==> src/hw/rtl/assert_macros.svh <==
// ----------------------------------------------------------------------------
// assert_macros.svh
// Shared concurrent assertion macros, clocked on clk_i, off during reset.
// ----------------------------------------------------------------------------
`ifndef ASSERT_MACROS_SVH
`define ASSERT_MACROS_SVH

// Same-cycle implication
`define LOM_ASSERT(lbl, ante, cons, msg) \
  lbl: assert property (@(posedge clk_i) disable iff (!rst_ni) (ante) |-> (cons)) \
    else $error(msg);

// Next-cycle implication
`define LOM_ASSERT_NEXT(lbl, ante, cons, msg) \
  lbl: assert property (@(posedge clk_i) disable iff (!rst_ni) (ante) |=> (cons)) \
    else $error(msg);

`endif

==> src/hw/rtl/lom_pkg.sv <==
// ----------------------------------------------------------------------------
// lom_pkg
// Types and constants shared by the order matcher cells, control and top.
// ----------------------------------------------------------------------------
package lom_pkg;

  localparam int ORDER_SLOTS = 64;
  localparam int SLOT_W      = $clog2(ORDER_SLOTS);
  // scan length: the registered command, then the chain of cells
  localparam int SCAN_CYCLES = ORDER_SLOTS + 1;
  localparam int CNT_W       = $clog2(SCAN_CYCLES + 1);
  localparam int MAX_TRADES  = 63;
  localparam int TRADE_W     = $clog2(MAX_TRADES + 1);

  typedef enum logic {
    OP_ADD    = 1'b0,
    OP_CANCEL = 1'b1
  } op_e;

  typedef enum logic [2:0] {
    ST_ADDED   = 3'd0,
    ST_DUP     = 3'd1,
    ST_MARKED  = 3'd2,
    ST_UNKNOWN = 3'd3,
    ST_FULL    = 3'd4
  } status_e;

  typedef enum logic {
    KIND_TRADE  = 1'b0,
    KIND_STATUS = 1'b1
  } kind_e;

  typedef struct packed {
    logic               operation;
    logic [31:0]        order_id;
    logic               is_buy;
    logic signed [31:0] price;
    logic [30:0]        quantity;
  } req_t;

  typedef struct packed {
    logic               kind;
    logic [2:0]         status;
    logic [31:0]        resting_id;
    logic [31:0]        taker_id;
    logic               aggressor_is_buy;
    logic signed [31:0] trade_price;
    logic [30:0]        trade_size;
    logic               last;
  } res_t;

  // best order seen so far on one side
  typedef struct packed {
    logic               found;
    logic [SLOT_W-1:0]  idx;
    logic signed [31:0] price;
    logic [63:0]        arrival;
    logic [30:0]        qty;
    logic [31:0]        id;
    logic               canceled;
  } best_t;

  // scan token passed from cell to cell
  typedef struct packed {
    logic              id_found;
    logic [SLOT_W-1:0] id_idx;
    logic              free_found;
    logic [SLOT_W-1:0] free_idx;
    best_t             bid;
    best_t             ask;
  } tok_t;

  // update command broadcast to all cells
  typedef struct packed {
    logic [31:0]        key_id;
    logic               wr_en;
    logic [SLOT_W-1:0]  wr_idx;
    logic [31:0]        wr_id;
    logic               wr_buy;
    logic signed [31:0] wr_price;
    logic [30:0]        wr_qty;
    logic [63:0]        wr_arrival;
    logic               cancel_en;
    logic [SLOT_W-1:0]  cancel_idx;
    logic               free_en;
    logic [SLOT_W-1:0]  free_idx;
    logic               fill_en;
    logic [SLOT_W-1:0]  bid_idx;
    logic [SLOT_W-1:0]  ask_idx;
    logic [30:0]        fill;
  } cmd_t;

endpackage

==> src/hw/rtl/lom_cell.sv <==
// ----------------------------------------------------------------------------
// lom_cell
// One order slot: holds its order, folds itself into the passing scan token.
// ----------------------------------------------------------------------------
module lom_cell
  import lom_pkg::*;
(
  input  logic              clk_i,
  input  logic              rst_ni,
  input  logic [SLOT_W-1:0] idx_i,
  input  cmd_t              cmd_i,
  input  tok_t              tok_i,
  output tok_t              tok_o
);

  logic               valid_q;
  logic               canceled_q;
  logic [31:0]        id_q;
  logic               buy_q;
  logic signed [31:0] price_q;
  logic [30:0]        qty_q;
  logic [63:0]        arr_q;
  tok_t               tok_d, tok_q;
  best_t              mine;
  logic               hit_fill;

  assign hit_fill = cmd_i.fill_en && ((cmd_i.bid_idx == idx_i) || (cmd_i.ask_idx == idx_i));

  // occupancy
  always_ff @(posedge clk_i or negedge rst_ni) begin
    if (!rst_ni) begin
      valid_q <= 1'b0;
    end else begin
      if (cmd_i.wr_en && cmd_i.wr_idx == idx_i) begin
        valid_q <= 1'b1;
      end else if (cmd_i.free_en && cmd_i.free_idx == idx_i) begin
        valid_q <= 1'b0;
      end else if (hit_fill && qty_q == cmd_i.fill) begin
        valid_q <= 1'b0;  // emptied
      end
    end
  end

  // order payload
  always_ff @(posedge clk_i) begin
    if (cmd_i.wr_en && cmd_i.wr_idx == idx_i) begin
      id_q       <= cmd_i.wr_id;
      buy_q      <= cmd_i.wr_buy;
      price_q    <= cmd_i.wr_price;
      qty_q      <= cmd_i.wr_qty;
      arr_q      <= cmd_i.wr_arrival;
      canceled_q <= 1'b0;
    end else begin
      if (cmd_i.cancel_en && cmd_i.cancel_idx == idx_i) begin
        canceled_q <= 1'b1;
      end
      if (hit_fill) begin
        qty_q <= qty_q - cmd_i.fill;
      end
    end
  end

  assign mine = '{found: 1'b1, idx: idx_i, price: price_q, arrival: arr_q, qty: qty_q,
                  id: id_q, canceled: canceled_q};

  // fold this slot into the token; earlier slots win id and free ties, earlier arrival wins price ties
  always_comb begin
    tok_d = tok_i;
    if (valid_q && !tok_i.id_found && id_q == cmd_i.key_id) begin
      tok_d.id_found = 1'b1;
      tok_d.id_idx   = idx_i;
    end
    if (!valid_q && !tok_i.free_found) begin
      tok_d.free_found = 1'b1;
      tok_d.free_idx   = idx_i;
    end
    if (valid_q && buy_q && (!tok_i.bid.found || price_q > tok_i.bid.price ||
        (price_q == tok_i.bid.price && arr_q < tok_i.bid.arrival))) begin
      tok_d.bid = mine;
    end
    if (valid_q && !buy_q && (!tok_i.ask.found || price_q < tok_i.ask.price ||
        (price_q == tok_i.ask.price && arr_q < tok_i.ask.arrival))) begin
      tok_d.ask = mine;
    end
  end

  always_ff @(posedge clk_i) begin
    tok_q <= tok_d;
  end

  assign tok_o = tok_q;

endmodule

==> config.mk <==
export PLATFORM = sky130hd
export DESIGN_NAME = lom_cell
export DESIGN_NICKNAME = d
export VERILOG_FILES = /design/src/hw/rtl/assert_macros.svh /design/src/hw/rtl/lom_pkg.sv /design/src/hw/rtl/lom_cell.sv
export SDC_FILE = /design/constraint.sdc
export NUM_CORES = 1
export LEC_CHECK = 0
export ABC_CLOCK_PERIOD_IN_PS = 4800
export BUFFER_PORTS_ARGS = -buffer_cell sky130_fd_sc_hd__buf_2
export CORE_AREA = 3 3 375 377
export DETAILED_ROUTE_END_ITERATION = 8
export DIE_AREA = 0 0 378 380
export PLACE_DENSITY = 0.41
export SLEW_MARGIN = 10
export SYNTH_ARGS = -nofsm -noshare
export SYNTH_HDL_FRONTEND = slang
export SYNTH_SLANG_ARGS = --single-unit
export TNS_END_PERCENT = 1
==> constraint.sdc <==
create_clock -name clk_i -period 4.8 [get_ports clk_i]
set_input_delay 0.96 -clock clk_i [delete_from_list [all_inputs] [get_ports clk_i]]
set_output_delay 0.96 -clock clk_i [all_outputs]
set_load 0.01 [all_outputs]
==> results_dict.tcl, run 1 <==
set metrics [dict create \
    fin_area_um2 33600 \
    layoutNonFillerInstCount 4908 \
    top_usage_layer "met2" \
    met1_usage 0.190 \
    avgSynthCellArea_um2 12.0 \
    synth_edf_count 160 \
    maxCapViolCount 0 \
    finClkSkew_ns 0.0419 \
    fillerInstances 14900 \
    final_net_count 3871 \
    path_clk_slew_ns 0.07 \
    drc 0 \
    crit_type "reg -> reg" \
    worstSetupEndpointType "register" \
    cp.required_ns 5.31 \
    yosysSeqAreaShare 0.490 \
    placed_area_um2 31300 \
    antenna_found_initial 60 \
    routed_wl_um 118000 \
    max_freq_mhz 220 \
    cts_buffers 66 \
    finalCritPeriodShare 0.946 \
    ios 961 \
    reg2reg_depth 12 \
    fp.dieH_um 380 \
    grt_pass1_vias 20100 \
    power_mw 12.5 \
    worst_slew_pin_slew_ns 1.10 \
    peakVddDrop_uv 272 \
    die-area_um2 144000 \
    netlist_area_um2 24100 \
    io_buffers 960 \
    start_kind "register" \
    outcome "complete, no violations" \
    synth_cell_types 66 \
    dr_total_vias 19300 \
    start_util 0.175 \
    avgViaCountPerCell 3.92 \
    drive_above_1_share 0.465 \
    grt.total_usage 0.159 \
    placed_cells 4763 \
    cts-htree-levels 3 \
    multi_input_area_um2 11000 \
    worstPathArrival_ns 5.05 \
    rsz0062_at_grt "false" \
    cts-root-buf "clkbuf_16" \
    use_met2 0.266 \
    drt_iter0_drc 864 \
    synthFlopType "dfxtp_1" \
    antenna_left 0 \
    dieWidth_um 378 \
    ys_async_sr_fraction 0.00196 \
    yosysWarnings 0 \
    area_growth_pct 39.3 \
    cts_max_path_buffers 3 \
    cts_tree "built" \
    p_leak_nw 15.5 \
    setup_viol 0 \
    synth_fp_nets 2838 \
    grt_overflow 0 \
    hold_viol_final 0 \
    dr.pass1.iters 5 \
    hpwlAfterDp_um 99700 \
    routedWlPerCell_um 24.1 \
    clock-sinks 510 \
    fin_tns_setup_ns 0 \
    place.gp.congestion 0.856 \
    power.density_nw_per_um2 371 \
    slew_viol_final 0 \
    worstSkewPairLatency_ns 0.65 \
    synth_seq_cells 510 \
    fin_util 0.244 \
    critPathMaxFanout 23 \
    rows 136 \
    grt_pass1_wl_um 159000 \
    max-slew-margin-rel 0.247 \
    regArea_um2 11800 \
    grt_max_degree 95 \
    met3_usage 0.0518 \
    period_needed_ns 4.54 \
    core_area_um2 137000 \
    hold_class "in -> async" \
    postSynthCellCount 2004 \
]
## worst max-delay path, stage by stage (launching register included)
cell	delay, ns
edfxtp_1	0.47
ha_1	0.25
or4_1	0.58
a2111oi_1	0.89
a2111oi_0	0.29
buf_4	0.22
nor4_2	0.36
buf_4	0.21
nor4_1	0.07
o22ai_4	0.19
buf_12	0.23
buf_12	0.21
mux2_2	0.35
## placed cells by master, fill, tap and decap left out, types with 11 or more instances in the layout
cell	instances
clkbuf_16	66
a211oi_1	13
clkinv_2	12
clkbuf_1	13
a21oi_1	82
mux2_1	40
buf_4	44
o31ai_1	11
edfxtp_1	160
mux2_2	205
a21o_1	32
mux2_4	100
dfxtp_1	349
diode_2	25
nor3_1	15
inv_1	232
nand3_1	24
xnor2_1	60
ha_1	220
nand2_1	91
nand2b_1	16
nor2_1	42
o21a_1	11
nand4_1	44
buf_2	960
o21ai_0	64
xor2_1	21
buf_12	13
## per-stage QoR
stage	hold WS [ns]	setup slack [ns]
global placement	0.484	-0.949
global route	0.0254	0.0825
floorplan	0.451	0.0586
CTS	0.00710	0.0911
detailed placement	0.489	-0.805
finish	0.0949	0.260
## logic make-up (layout without fill, tap and decap cells)
group | Yosys count | count (layout) | synth area share
flip-flops | 510 | 510 | 0.490
XOR/XNOR | 81 | 81 | 0.0294
AND/OR/NAND/NOR | 288 | 288 | 0.0607
multiplexers | 347 | 347 | 0.178
buffers and inverters | 284 | 1369 | 0.0551
AO/OA/AOI/OAI | 273 | 273 | 0.0723
adder cells (fa/ha/maj) | 221 | 221 | 0.115
other | 0 | 25 | 0
## flip-flops by register name (all words and copies together) (netlist names)
signal      count
tok_o         348
valid_q         1
buy_q           1
price_q        32
arr_q          64
qty_q          31
id_q           32
canceled_q      1
## path summary, 6_finish.rpt
kind,end,start,slack (ns)
worst max-delay path,tok_o[41],arr_q[10],0.26
worst min-delay path,valid_q,rst_ni,0.09
worst max register to register,tok_o[41],arr_q[10],0.26
worst min register to register,canceled_q,canceled_q,0.51
max in group asynchronous,valid_q,rst_ni,4.62
min in group clk_i,arr_q[47],cmd_i[105],0.48
## routing by layer
layer	routed length [um]	share of wire
met1	49000	0.41
met2	55500	0.47
met3	9490	0.080
met4	4050	0.034
met5	167	0.0014
## synth_stat cells, drive strengths merged, types with 6 or more instances
| cell type | instances | area [um2] |
|---|---|---|
| a2111oi | 6 | 52.6 |
| a211oi | 13 | 97.6 |
| a21o | 32 | 240 |
| a21oi | 82 | 410 |
| a221oi | 10 | 87.6 |
| and3 | 8 | 50.1 |
| and4 | 8 | 70.1 |
| buf | 37 | 400 |
| clkbuf | 15 | 56.3 |
| dfxtp | 349 | 6990 |
| edfxtp | 160 | 4800 |
| ha | 220 | 2750 |
| inv | 232 | 871 |
| mux2 | 345 | 4260 |
| nand2 | 91 | 342 |
| nand2b | 17 | 106 |
| nand3 | 24 | 120 |
| nand4 | 44 | 275 |
| nor2 | 42 | 158 |
| nor2b | 10 | 62.6 |
| nor3 | 15 | 75.1 |
| nor4 | 7 | 43.8 |
| o211ai | 10 | 75.1 |
| o21a | 11 | 82.6 |
| o21ai | 65 | 325 |
| o31ai | 11 | 82.6 |
| xnor2 | 60 | 526 |
| xor2 | 21 | 184 |
## power breakdown
| group | switching (mW) | internal, mW |
|---|---|---|
| combinational | 1.27 | 1.14 |
| sequential | 0.153 | 4.82 |
| clock | 2.12 | 2.97 |
## repair_timing
action                     4_1_cts  5_1_grt
pin swaps                        0        0
setup buffers                    0        0
gates resized for setup          1        1
setup endpoints to repair      152      135
hold buffers                     0        0
gates cloned                     0        0
## cell type report
type | count | share of cell area
multi-input cells | 1210 | 0.327
well taps | 1794 | 0.0668
inverters | 232 | 0.0259
diodes | 25 | 0.00186
repair buffers | 1017 | 0.161
clock buffers | 87 | 0.0539
clock inverters | 33 | 0.0118
flip-flops and latches | 510 | 0.352
(Power assumes the default switching activity.)
==> inputs of run 2 (changes only) <==
--- a/config.mk
+++ b/config.mk
@@ -8,6 +8,7 @@
 export ABC_CLOCK_PERIOD_IN_PS = 4800
 export BUFFER_PORTS_ARGS = -buffer_cell sky130_fd_sc_hd__buf_2
 export CORE_AREA = 3 3 375 377
+export CTS_BUF_LIST = sky130_fd_sc_hd__clkbuf_4 sky130_fd_sc_hd__clkbuf_8 sky130_fd_sc_hd__clkbuf_16
 export DETAILED_ROUTE_END_ITERATION = 8
 export DIE_AREA = 0 0 378 380
 export PLACE_DENSITY = 0.41
==> run 2 against run 1 <==
Utilization about the same. Worst hold slack worse by 0.00053 ns. Maximum frequency about the same. Sequential share of layout area down 0.056 points. Total power up 0.64%. Critical path depth unchanged. Sequential cell count unchanged. Global-route usage about the same. Register-to-register slack about the same. Clock skew down 0.0012 ns. Die area unchanged.
==> results_dict.tcl, run 2 (synthesis results as in run 1) <==
set metrics [dict create \
    cts-htree-levels 3 \
    rows 136 \
    io_buffers 960 \
    grt_overflow 0 \
    rsz0062_at_grt "false" \
    slew_viol_final 0 \
    dr_total_vias 19200 \
    crit_path_cell_trace "ha_1, or4_1, a2111oi_1, a2111oi_0, buf_4, nor4_2, buf_4, nor4_1, o22ai_4, buf_12, buf_12, mux2_2" \
    final_net_count 3871 \
    outcome "complete, no violations" \
    routedWlPerCell_um 24.1 \
    finClkSkew_ns 0.0408 \
    cp_slowest_cell "a2111oi_1" \
    power.density_nw_per_um2 373 \
    max-slew-margin-rel 0.251 \
    drt_iter0_drc 896 \
    drive_above_1_share 0.469 \
    dieWidth_um 378 \
    crit_family "compound AO/OA/AOI/OAI gates" \
    drc 0 \
    peakVddDrop_uv 272 \
    avgViaCountPerCell 3.92 \
    largest_reg_flops 348 \
    cp_num_buf_inv 4 \
    ios 961 \
    area_growth_pct 39.6 \
    hpwlAfterDp_um 99700 \
    hold_class "in -> async" \
    p_int_mw 9.00 \
    cts_tree "built" \
    power_mw 12.5 \
    power_frac_comb 0.192 \
    cts_buffers 66 \
    finalCritPeriodShare 0.945 \
    cts-root-buf "clkbuf_16" \
    cts_max_path_buffers 3 \
    setup_slack_ns 0.262 \
    grt_pass1_vias 20100 \
    dp_slack_ns -0.805 \
    worstPathArrival_ns 5.05 \
    placed_area_um2 31300 \
    sequentialPowerShare 0.396 \
    fin_area_um2 33700 \
    clock-sinks 510 \
    p_switching_mw 3.55 \
    grt_max_degree 95 \
    antenna_found_initial 59 \
    cp.required_ns 5.31 \
    clkPwrFrac 0.412 \
    slowest_delay_ns 0.89 \
    layout_common_cells "buf_2, dfxtp_1, inv_1" \
    grt_pass1_wl_um 159000 \
    fp.dieH_um 380 \
    start_util 0.175 \
    worst_slew_pin_slew_ns 1.09 \
    p_leak_nw 15.5 \
    worstSkewPairLatency_ns 0.65 \
    routed_wl_um 118000 \
    start_kind "register" \
    fillerInstances 14900 \
    place.gp.congestion 0.856 \
    antenna_left 0 \
    dr.pass1.iters 4 \
    regArea_um2 11800 \
    period_needed_ns 4.54 \
    core_area_um2 137000 \
    switching_share 0.283 \
    grt.total_usage 0.159 \
    worstSetupEndpointType "register" \
    die-area_um2 144000 \
    max_freq_mhz 220 \
    crit_type "reg -> reg" \
    setup_viol 0 \
    path_clk_slew_ns 0.07 \
    layout_commonest_cell "buf_2" \
    hold_buffers 0 \
    fin_tns_setup_ns 0 \
    multi_input_area_um2 11000 \
    critPathMaxFanout 23 \
    hold_viol_final 0 \
    fin_util 0.245 \
    maxCapViolCount 0 \
]
-- run 2: cell type report --
| type | count | share of cell area |
|---|---|---|
| diodes | 27 | 0.00201 |
| inverters | 232 | 0.0259 |
| clock buffers | 87 | 0.0552 |
| multi-input cells | 1210 | 0.327 |
| flip-flops and latches | 510 | 0.351 |
| well taps | 1794 | 0.0667 |
| clock inverters | 33 | 0.0118 |
| repair buffers | 1017 | 0.160 |
-- run 2: final timing paths --
kind | slack [ns] | end | cells after the start | from
max | 0.26 | tok_o[41] | 12 | arr_q[10]
min | 0.09 | valid_q | 1 | rst_ni
max reg2reg | 0.26 | tok_o[41] | 12 | arr_q[10]
min reg2reg | 0.51 | canceled_q | 2 | canceled_q
max in group asynchronous | 4.62 | valid_q | 1 | rst_ni
min in group clk_i | 0.48 | arr_q[47] | 1 | cmd_i[105]
-- run 2: worst reg2reg max path, stage by stage (launching register included) --
cell	delay [ns]
edfxtp_1	0.47
ha_1	0.25
or4_1	0.59
a2111oi_1	0.89
a2111oi_0	0.30
buf_4	0.22
nor4_2	0.36
buf_4	0.21
nor4_1	0.07
o22ai_4	0.19
buf_12	0.23
buf_12	0.27
mux2_2	0.39
-- run 2: power groups by stage --
stage	sequential (mW)	clock [mW]	combinational (mW)
floorplan	5.19	0	1.09
global placement	5.08	0	2.45
detailed placement	5.07	0	2.46
CTS	4.98	5.36	2.47
global route	5.01	5.49	2.61
finish	4.97	5.17	2.41
-- run 2: layer usage --
| metal | part of all wire | wire [um] | global-route usage | vias to the layer above |
|---|---|---|---|---|
| li1 | - | - | - | 9250 |
| met1 | 0.41 | 48900 | 0.190 | 9052 |
| met2 | 0.47 | 55600 | 0.266 | 741 |
| met3 | 0.082 | 9670 | 0.0516 | 173 |
| met4 | 0.033 | 3930 | 0.0554 | 24 |
| met5 | 0.0013 | 158 | 0 | - |
-- run 2: repair_timing --
item,in CTS,in global routing
endpoints found under the setup margin,152,135
resized for setup,1,1
setup buffers,0,0
-- run 2: metrics by stage --
stage | hold slack, ns | cells
3_5_place_dp | 0.489 | 4763
6_report | 0.0944 | 4910
2_1_floorplan | 0.451 | 2004
5_1_grt | 0.0254 | 4889
3_3_place_gp | 0.484 | 4763
4_1_cts | 0.00710 | 4883
