## src/hw/rtl/assert_macros.svh

```systemverilog
// ----------------------------------------------------------------------------
// assert_macros.svh
// Shared concurrent assertion macros, clocked on clk_i, off during reset.
// ----------------------------------------------------------------------------
`ifndef ASSERT_MACROS_SVH
`define ASSERT_MACROS_SVH

// Same-cycle implication
`define LOM_ASSERT(lbl, ante, cons, msg) \
  lbl: assert property (@(posedge clk_i) disable iff (!rst_ni) (ante) |-> (cons)) \
    else $error(msg);

// Next-cycle implication
`define LOM_ASSERT_NEXT(lbl, ante, cons, msg) \
  lbl: assert property (@(posedge clk_i) disable iff (!rst_ni) (ante) |=> (cons)) \
    else $error(msg);

`endif

```

## src/hw/rtl/lom_pkg.sv

```systemverilog
// ----------------------------------------------------------------------------
// lom_pkg
// Types and constants shared by the order matcher cells, control and top.
// ----------------------------------------------------------------------------
package lom_pkg;

  localparam int ORDER_SLOTS = 64;
  localparam int SLOT_W      = $clog2(ORDER_SLOTS);
  // scan length: the registered command, then the chain of cells
  localparam int SCAN_CYCLES = ORDER_SLOTS + 1;
  localparam int CNT_W       = $clog2(SCAN_CYCLES + 1);
  localparam int MAX_TRADES  = 63;
  localparam int TRADE_W     = $clog2(MAX_TRADES + 1);

  typedef enum logic {
    OP_ADD    = 1'b0,
    OP_CANCEL = 1'b1
  } op_e;

  typedef enum logic [2:0] {
    ST_ADDED   = 3'd0,
    ST_DUP     = 3'd1,
    ST_MARKED  = 3'd2,
    ST_UNKNOWN = 3'd3,
    ST_FULL    = 3'd4
  } status_e;

  typedef enum logic {
    KIND_TRADE  = 1'b0,
    KIND_STATUS = 1'b1
  } kind_e;

  typedef struct packed {
    logic               operation;
    logic [31:0]        order_id;
    logic               is_buy;
    logic signed [31:0] price;
    logic [30:0]        quantity;
  } req_t;

  typedef struct packed {
    logic               kind;
    logic [2:0]         status;
    logic [31:0]        resting_id;
    logic [31:0]        taker_id;
    logic               aggressor_is_buy;
    logic signed [31:0] trade_price;
    logic [30:0]        trade_size;
    logic               last;
  } res_t;

  // best order seen so far on one side
  typedef struct packed {
    logic               found;
    logic [SLOT_W-1:0]  idx;
    logic signed [31:0] price;
    logic [63:0]        arrival;
    logic [30:0]        qty;
    logic [31:0]        id;
    logic               canceled;
  } best_t;

  // scan token passed from cell to cell
  typedef struct packed {
    logic              id_found;
    logic [SLOT_W-1:0] id_idx;
    logic              free_found;
    logic [SLOT_W-1:0] free_idx;
    best_t             bid;
    best_t             ask;
  } tok_t;

  // update command broadcast to all cells
  typedef struct packed {
    logic [31:0]        key_id;
    logic               wr_en;
    logic [SLOT_W-1:0]  wr_idx;
    logic [31:0]        wr_id;
    logic               wr_buy;
    logic signed [31:0] wr_price;
    logic [30:0]        wr_qty;
    logic [63:0]        wr_arrival;
    logic               cancel_en;
    logic [SLOT_W-1:0]  cancel_idx;
    logic               free_en;
    logic [SLOT_W-1:0]  free_idx;
    logic               fill_en;
    logic [SLOT_W-1:0]  bid_idx;
    logic [SLOT_W-1:0]  ask_idx;
    logic [30:0]        fill;
  } cmd_t;

endpackage

```

## src/hw/rtl/lom_ctrl.sv

```systemverilog
// ----------------------------------------------------------------------------
// lom_ctrl
// Sequencer: waits for full scans, decides lookups, adds, cancel marks, trades and frees.
// ----------------------------------------------------------------------------
module lom_ctrl
  import lom_pkg::*;
(
  input  logic clk_i,
  input  logic rst_ni,
  input  logic start,
  output logic busy,
  input  req_t req_i,
  input  tok_t tok_i,
  output cmd_t cmd_o,
  output res_t res_o,
  output logic res_valid_o
);

`include "assert_macros.svh"

  typedef enum logic [2:0] {
    S_IDLE   = 3'b001,
    S_LOOKUP = 3'b010,
    S_MATCH  = 3'b100
  } state_e;

  state_e             state_q, state_d;
  logic [CNT_W-1:0]   cnt_q, cnt_d;
  logic [TRADE_W-1:0] trades_q, trades_d;
  logic [63:0]        arrival_q, arrival_d;
  req_t               req_q;
  cmd_t               cmd_q, cmd_d;
  res_t               res_q, res_d;
  logic               res_valid_q, res_valid_d;
  logic               scan_done, crossed, bid_rests, bid_aggr;
  logic [30:0]        fill;

  assign scan_done = (cnt_q == CNT_W'(SCAN_CYCLES));
  assign crossed   = tok_i.bid.found && tok_i.ask.found && !(tok_i.bid.price < tok_i.ask.price);
  assign bid_rests = tok_i.bid.arrival < tok_i.ask.arrival;
  assign bid_aggr  = tok_i.bid.arrival > tok_i.ask.arrival;
  assign fill      = (tok_i.bid.qty < tok_i.ask.qty) ? tok_i.bid.qty : tok_i.ask.qty;

  // decision logic
  always_comb begin
    state_d     = state_q;
    cnt_d       = scan_done ? cnt_q : cnt_q + CNT_W'(1);
    trades_d    = trades_q;
    arrival_d   = arrival_q;
    cmd_d       = '0;
    cmd_d.key_id = req_q.order_id;
    res_d       = res_q;
    res_valid_d = 1'b0;
    case (state_q)
      S_IDLE: begin
        cnt_d = '0;
        if (start) begin
          cmd_d.key_id = req_i.order_id;
          state_d      = S_LOOKUP;
        end
      end
      S_LOOKUP: begin
        if (scan_done) begin
          res_d        = '0;
          res_d.kind   = KIND_STATUS;
          res_d.last   = 1'b1;
          state_d      = S_IDLE;
          if (req_q.operation == OP_CANCEL) begin
            res_valid_d = 1'b1;
            if (tok_i.id_found) begin
              cmd_d.cancel_en  = 1'b1;
              cmd_d.cancel_idx = tok_i.id_idx;
              res_d.status     = ST_MARKED;
            end else begin
              res_d.status = ST_UNKNOWN;
            end
          end else if (tok_i.id_found) begin
            res_valid_d  = 1'b1;
            res_d.status = ST_DUP;
          end else if (!tok_i.free_found) begin
            res_valid_d  = 1'b1;
            res_d.status = ST_FULL;
          end else begin
            cmd_d.wr_en      = 1'b1;
            cmd_d.wr_idx     = tok_i.free_idx;
            cmd_d.wr_id      = req_q.order_id;
            cmd_d.wr_buy     = req_q.is_buy;
            cmd_d.wr_price   = req_q.price;
            cmd_d.wr_qty     = req_q.quantity;
            cmd_d.wr_arrival = arrival_q;
            arrival_d        = arrival_q + 64'd1;
            trades_d         = '0;
            cnt_d            = '0;
            state_d          = S_MATCH;
          end
        end
      end
      S_MATCH: begin
        if (scan_done) begin
          cnt_d = '0;
          if (trades_q == TRADE_W'(MAX_TRADES) || !crossed) begin
            res_d        = '0;
            res_d.kind   = KIND_STATUS;
            res_d.status = ST_ADDED;
            res_d.last   = 1'b1;
            res_valid_d  = 1'b1;
            state_d      = S_IDLE;
          end else if (tok_i.bid.canceled) begin
            cmd_d.free_en  = 1'b1;
            cmd_d.free_idx = tok_i.bid.idx;
          end else if (tok_i.ask.canceled) begin
            cmd_d.free_en  = 1'b1;
            cmd_d.free_idx = tok_i.ask.idx;
          end else begin
            cmd_d.fill_en          = 1'b1;
            cmd_d.bid_idx          = tok_i.bid.idx;
            cmd_d.ask_idx          = tok_i.ask.idx;
            cmd_d.fill             = fill;
            res_d                  = '0;
            res_d.kind             = KIND_TRADE;
            res_d.resting_id       = bid_rests ? tok_i.bid.id : tok_i.ask.id;
            res_d.taker_id         = bid_aggr ? tok_i.bid.id : tok_i.ask.id;
            res_d.aggressor_is_buy = bid_aggr;
            res_d.trade_price      = bid_rests ? tok_i.bid.price : tok_i.ask.price;
            res_d.trade_size       = fill;
            res_valid_d            = 1'b1;
            trades_d               = trades_q + TRADE_W'(1);
          end
        end
      end
      default: begin
        state_d = S_IDLE;
      end
    endcase
  end

  // control registers
  always_ff @(posedge clk_i or negedge rst_ni) begin
    if (!rst_ni) begin
      state_q     <= S_IDLE;
      cnt_q       <= '0;
      trades_q    <= '0;
      arrival_q   <= '0;
      res_valid_q <= 1'b0;
      cmd_q       <= '0;
    end else begin
      state_q     <= state_d;
      cnt_q       <= cnt_d;
      trades_q    <= trades_d;
      arrival_q   <= arrival_d;
      res_valid_q <= res_valid_d;
      cmd_q       <= cmd_d;
    end
  end

  // request and result payload
  always_ff @(posedge clk_i) begin
    if (state_q == S_IDLE && start) begin
      req_q <= req_i;
    end
    res_q <= res_d;
  end

  assign busy        = (state_q != S_IDLE);
  assign cmd_o       = cmd_q;
  assign res_o       = res_q;
  assign res_valid_o = res_valid_q;

  `LOM_ASSERT(a_last_ends_item, res_valid_o && res_o.last, !busy, "status item while still busy")
  `LOM_ASSERT(a_trade_not_last, res_valid_o && !res_o.last, busy, "trade item after item ended")
  `LOM_ASSERT_NEXT(a_start_busy, start && !busy, busy && !res_valid_o, "accepted item not taken")
  `LOM_ASSERT(a_one_update, cmd_o.wr_en, !cmd_o.fill_en && !cmd_o.free_en, "two updates at once")

endmodule

```

## config.mk

```make
export PLATFORM = sky130hd
export DESIGN_NAME = lom_ctrl
export DESIGN_NICKNAME = d
export VERILOG_FILES = /design/src/hw/rtl/lom_pkg.sv /design/src/hw/rtl/lom_ctrl.sv
export VERILOG_INCLUDE_DIRS = /design/src /design/src/hw/rtl
export SDC_FILE = /design/constraint.sdc
export NUM_CORES = 1
export LEC_CHECK = 0
export ABC_AREA = 1
export ABC_CLOCK_PERIOD_IN_PS = 12600
export BUFFER_PORTS_ARGS = -buffer_cell sky130_fd_sc_hd__clkbuf_2
export CAP_MARGIN = 20
export CORE_AREA = 2 2 323 325
export CTS_CLUSTER_DIAMETER = 50
export DETAILED_ROUTE_END_ITERATION = 12
export DIE_AREA = 0 0 325 327
export PLACE_DENSITY = 0.53
export SETUP_SLACK_MARGIN = 0.02
export SYNTH_ARGS = -nofsm -noshare
export SYNTH_HDL_FRONTEND = slang
export SYNTH_SLANG_ARGS = --single-unit
```

## constraint.sdc

```tcl
create_clock -name clk_i -period 12.6 [get_ports clk_i]
set_input_delay 1.26 -clock clk_i [delete_from_list [all_inputs] [get_ports clk_i]]
set_output_delay 1.26 -clock clk_i [all_outputs]
set_load 0.01 [all_outputs]
```

==> results.toml, run 1 <==
[outcome]
status = "finished clean"

[power_and_ir_drop]
p_leak_uw = 0.0168
ir_drop_mv = 0.0797
seq_power_share_pct = 42.2
pwr-share-comb_pct = 6.5
internal-power_uw = 3410
p_total_uw = 4540
switching_power_uw = 1130
power_density_nw_per_um2 = 134
netSwitchingFraction_pct = 24.9
pwr-share-clk_pct = 51.3

[critical_path]
path_max_fanout = 67
crit_top_cell = "nand2_1"
crit_slowest_cell = "buf_4"
rr_startpoint = "cnt_q[2]"
critPathLaunchType = "input port"
max_stage_delay_ns = 0.89
crit_arrival_ns = 5.09
path_class = "in2reg"
crit_start = "tok_i[141]"
rrSetupSlack_ns = 8.94
cp.required_ns = 12.87
endpoint_kind = "flip-flop"
reg2regPathDepth = 6
r2r_end = "res_o[90]"
crit_path_end = "res_o[90]"
cp_cell_sequence = "clkbuf_2, inv_1, ha_1, nand2_1, inv_1, o21ai_0, nand2_1, a21oi_1, nand2_1, nand2_1, nand3_1, nand3_1, inv_1, nand2_1, nand3_1, inv_4, buf_4"

[detailed_routing]
drtIter0Drc = 1450
first_pass_iters = 5
remaining_drc_errors = 0
ant_nets = 0
avgViaCountPerCell = 4.28
wl_per_cell_um = 19.0
wl_um = 92900
vias = 20900

[logic_synthesis]
syn_nets = 3156
ys_top_cells_by_count = "414 x nand2_1, 389 x inv_1, 356 x nor2_1"
ys_async_sr_fraction_pct = 59.6
synth-edff-count = 229
synthesis.area_um2 = 25400
avgSynthCellArea_um2 = 9.88
synth.top_cell.area_share_pct = 33.1
ys_warn_count = 0
synth_cell_types = 44
yosysTopAreaCell = "dfrtp_1"
synth_cells = 2576
yosysSeqAreaShare_pct = 60.3
synth_area_leaders = "dfrtp_1 33%, edfxtp_1 27%, ha_1 6.5%, nand2_1 6.1%, inv_1 5.7%"
ys_ff_latch = 567
synth.most_common_cell = "nand2_1"
yosys_most_used_dff = "dfrtp_1"

[placement]
place.port_buffers = 839
place_congestion = 0.932
hpwl_um = 72200
dpl-instance-area_um2 = 31100
post-place-cells = 4723

[finish]
area_growth_pct = 33.3
fin_cells = 4884
stdcell_area_um2 = 33900
fin_util_pct = 33.0
drive_above_1_share_pct = 29.5
nets = 4009

[clocking]
cts_sinks = 567
cts_buffer_depth = 3
hold_buffers = 0
clkTransAtPathRegs_ns = 0.06
numCtsBuffers = 84
worstSkewPairLatency_ns = 0.64
cts.htree.levels = 3
cts_tree = "yes"
clock-root-buffer = "clkbuf_16"
post_cts_resized = 0
post_cts.repair.setup_buffers = 0

[sta]
min_period_over_period_pct = 38.2
finalSetupViolCount = 0
slew_viol_final = 0
rsz0062_at_grt = "no"
hold_viol = 0
maxSlewHeadroom_pct = 26.3
fin_tns_setup_ns = 0
worstMarginPinSlew_ns = 1.11
period_needed_ns = 4.82
max_clock_freq_mhz = 208
fin_skew_ns = 0.0282

[die]
fp.dieW_um = 325
die-area_um2 = 106000
start_util_pct = 24.7
std_cell_rows = 118
ios = 840
die_y_um = 327
core_um2 = 103000

[grt]
grt_use_total_pct = 17.0
gr-total-overflow = 0
grt_pass1_wl_um = 134000
antenna_found_initial = 14
first_global_vias = 20400
grt_max_degree = 151

[flow_run]
max-cap-violations = 0

[worst_hold_path]
min_path_cells = 2
worst_hold_path_type = "reg2reg"
layout by cell type, fill, tap and decap left out, types with 3 or more instances in the layout:
master | Yosys | layout
clkinv_2 | 2 | 12
o21a_1 | 3 | 3
bufinv_16 | 0 | 3
clkbuf_2 | 0 | 838
dfrtp_1 | 337 | 337
o211ai_1 | 3 | 3
a21oi_1 | 128 | 128
inv_8 | 0 | 5
nor3b_1 | 5 | 5
ha_1 | 132 | 132
a22oi_1 | 6 | 6
inv_2 | 4 | 3
clkinv_1 | 0 | 4
nand3_1 | 105 | 105
clkbuf_8 | 0 | 9
o21ai_1 | 4 | 4
xor2_1 | 59 | 59
o21ai_0 | 142 | 142
inv_6 | 0 | 7
clkinv_4 | 0 | 10
nor2_2 | 3 | 4
clkbuf_1 | 42 | 8
diode_2 | 0 | 5
nor3_1 | 79 | 79
inv_1 | 389 | 388
clkinvlp_4 | 0 | 11
edfxtp_1 | 229 | 229
buf_4 | 6 | 15
clkbuf_16 | 0 | 85
nand2_1 | 414 | 411
nand4_1 | 41 | 41
nand2_2 | 3 | 5
nor2_1 | 356 | 354
nor4_1 | 21 | 21
nor2_4 | 4 | 5
power groups by stage:
stage               Combinational [uW]  Sequential (uW)  Clock (uW)
finish                             296             1920        2330
floorplan                          142             1950           0
CTS                                300             1920        2380
global placement                   296             1950           0
detailed placement                 298             1950           0
global route                       339             1920        2470
cells by family after synthesis:
family                   count (synthesis)  share of synthesized area (%)
AND/OR/NAND/NOR                       1042                           17.6
flip-flops                             567                           60.3
buffers and inverters                  483                           7.70
AO/OA/AOI/OAI                          292                           5.92
adder cells (fa/ha/maj)                132                           6.49
XOR/XNOR                                60                           2.06
worst min-delay path by stage:
stage / endpoint / start
2_1_floorplan: arrival_q[58] / arrival_q[58]
3_3_place_gp: cmd_o[168] / req_q[46]
3_5_place_dp: arrival_q[58] / arrival_q[58]
4_1_cts: cmd_o[139] / req_q[17]
5_1_grt: cmd_o[185] / req_q[63]
6_report: cmd_o[139] / req_q[17]
critical path, delay by kind of cell:
family          cells  cell delay, ns
compound gates      2            0.29
fa+ha+maj           1            0.30
buf+inv             6            1.92
simple gates        8            1.07
area by class of cell:
cell class                      instances  area, um^2
Antenna cell                            5        12.5
Clock buffer                          102        2280
Clock inverter                         54         541
Fill cell                           10800       69000
Inverter                              395        1490
Multi-Input combinational cell       1526        8180
Sequential cell                       567       15300
Tap cell                             1380        1730
Timing Repair Buffer                  855        4340
through the flow:
step	hold WS, ns	setup slack (ns)
floorplan	0.441	7.06
global placement	0.448	7.23
detailed placement	0.458	7.20
CTS	0.454	7.90
global route	0.490	7.45
finish	0.455	7.78
registers in the layout, indices dropped and copies added, names as in the netlist:
name,flops
arrival_q,64
cmd_o,257
cnt_q,7
req_q,97
res_o,132
res_valid_o,1
state_q,3
trades_q,6
metal layers:
layer | part of all wire [%] | vias up | routed length, um | track usage [%]
met5 | 0.041 | - | 38 | 0
met1 | 42 | 9879 | 38900 | 21.7
met2 | 49 | 759 | 45100 | 28.1
li1 | - | 10100 | - | -
met4 | 2.5 | 6 | 2280 | 5.49
met3 | 7.1 | 141 | 6600 | 4.38
No activity file was read; power rests on OpenSTA's default activity.
==> inputs of run 2 (changes only) <==
- ABC_AREA: 1 -> 0
- ABC_CLOCK_PERIOD_IN_PS: 12600 -> 4750
- CORE_AREA: 2 2 323 325 -> 2 2 326 328
- DIE_AREA: 0 0 325 327 -> 0 0 328 330
- PLACE_DENSITY: 0.53 -> 0.51
- clock period: 12.6 -> 4.75 ns (I/O delays scaled with it)
==> results.toml, run 2 <==
[detailed_routing]
wl_um = 87700
wl_per_cell_um = 19.9
first_pass_iters = 6
ant_nets = 0
avgViaCountPerCell = 4.27
vias = 18800
remaining_drc_errors = 0
drtIter0Drc = 834

[clocking]
post_cts_resized = 0
worstSkewPairLatency_ns = 0.65
hold_buffers = 111
numCtsBuffers = 81
clkTransAtPathRegs_ns = 0.06
cts.htree.levels = 3
clock-root-buffer = "clkbuf_16"
cts_buffer_depth = 3
post_cts.repair.setup_buffers = 0
cts_tree = "yes"
cts_sinks = 567

[critical_path]
path_max_fanout = 27
rr_startpoint = "cnt_q[1]"
critPathLaunchType = "flip-flop"
crit_arrival_ns = 4.24
reg2regPathDepth = 11
path_class = "reg2reg"
crit_start = "cnt_q[1]"
endpoint_kind = "flip-flop"
cp.required_ns = 5.33

[grt]
grt_pass1_wl_um = 125000
first_global_vias = 19200
antenna_found_initial = 12
grt_max_degree = 136
gr-total-overflow = 0
grt_use_total_pct = 15.6

[placement]
post-place-cells = 4133
place.port_buffers = 839
place_congestion = 0.912
hpwl_um = 65800

[worst_hold_path]
min_path_cells = 3
worst_hold_path_type = "in2reg"
worstHoldStart = "tok_i[160]"

[sta]
min_period_over_period_pct = 77.2
period_needed_ns = 3.67
maxSlewHeadroom_pct = 37.9
fin_skew_ns = 0.0282
max_clock_freq_mhz = 273
worstMarginPinSlew_ns = 0.932
finalSetupViolCount = 0
fin_tns_setup_ns = 0
rsz0062_at_grt = "no"
hold_viol = 0
slew_viol_final = 0
hold-worst-slack_ns = 0.0599

[logic_synthesis]
synth_area_leaders = "dfrtp_1 35%, edfxtp_1 28%, ha_1 6.8%, and3_1 4.3%, mux2i_1 4.0%"
yosys_most_used_dff = "dfrtp_1"
yosysSeqAreaShare_pct = 62.7
ys_warn_count = 0
synth.most_common_cell = "dfrtp_1"
syn_nets = 2546
synth_cell_types = 65
avgSynthCellArea_um2 = 12.4
synth_cells = 1966
synthesis.area_um2 = 24400
ys_async_sr_fraction_pct = 59.6
yosysTopAreaCell = "dfrtp_1"
synth.top_cell.area_share_pct = 34.5
synth-edff-count = 229
ys_top_cells_by_count = "337 x dfrtp_1, 229 x edfxtp_1, 169 x and3_1, 169 x nor2_1, 161 x inv_1"
ys_ff_latch = 567

[die]
core_um2 = 105000
start_util_pct = 23.4
std_cell_rows = 119
die-area_um2 = 108000
fp.dieW_um = 328
die_y_um = 330
ios = 840

[finish]
fin_cells = 4399
mostFrequentLayoutCells = "838 x clkbuf_2, 337 x dfrtp_1, 229 x edfxtp_1"
nets = 3517
final_common_cell = "clkbuf_2"
largest_register_ffs = 257
area_growth_pct = 40.5
drive_above_1_share_pct = 35.4

[power_and_ir_drop]
p_leak_uw = 0.0169
ir_drop_mv = 0.310
p_total_uw = 13100
power_density_nw_per_um2 = 382

[flow_run]
max-cap-violations = 0

[outcome]
status = "finished clean"
run 2: per-stage QoR:
stage	setup slack, ns	instance area, um^2	util [%]
global placement	0.739	30500	29.1
global route	0.648	34300	32.8
detailed placement	0.722	30500	29.1
finish	1.08	34300	32.8
floorplan	-0.823	24500	-
CTS	1.04	34300	32.8
run 2: cell type report:
cell class,instances,area (um^2)
clock buffer,94,2110
antenna,9,22.5
inverter,162,628
tap,1391,1740
fill,10700,70300
clock inverter,51,609
sequential,567,15300
multi-input combinational,1151,8220
timing repair buffer,974,5690
run 2: power by group:
part / internal [uW] / switching (uW)
Sequential: 5440 / 113
Clock: 3590 / 2460
Combinational: 655 / 883
Total: 9680 / 3460
run 2: cell families (layout without fill, tap and decap cells):
group | after synthesis | after routing | share of synthesized area (%)
other cells | 0 | 9 | 0
compound gates | 232 | 232 | 5.73
xor+xnor | 67 | 67 | 2.40
buf+inv | 248 | 1281 | 4.06
mux | 132 | 132 | 5.59
flops | 567 | 567 | 62.7
fa+ha+maj | 132 | 132 | 6.76
simple gates | 588 | 588 | 12.7
run 2: worst max-delay path, cell delays in order (launching register included):
cell and delay, ns:
dfrtp_1 0.41, inv_1 0.07, ha_1 0.14, nand2b_1 0.09, nor4_4 0.53, inv_2 0.25
nor2_4 0.61, nand4_1 0.21, nor3_2 0.24, nand3_1 0.47, nor4_1 0.42, xnor2_1 0.16
run 2: worst paths after layout:
path                       slack (ns)            end
min in group asynchronous        0.45     cmd_o[238]
setup / recovery                 1.08  arrival_q[57]
setup reg to reg                 1.08  arrival_q[57]
hold reg to reg                  0.47     cmd_o[145]
max in group asynchronous        3.06     cmd_o[239]
hold / removal                   0.06      cmd_o[31]
run 2: per-layer routing:
| metal | GRT usage [%] | vias up | wire, um |
|---|---|---|---|
| met5 | 0 | - | 46 |
| met4 | 6.48 | 8 | 3000 |
| met3 | 6.02 | 139 | 8400 |
| met2 | 25.2 | 694 | 41600 |
| met1 | 18.5 | 9033 | 34700 |
| li1 | - | 8899 | - |
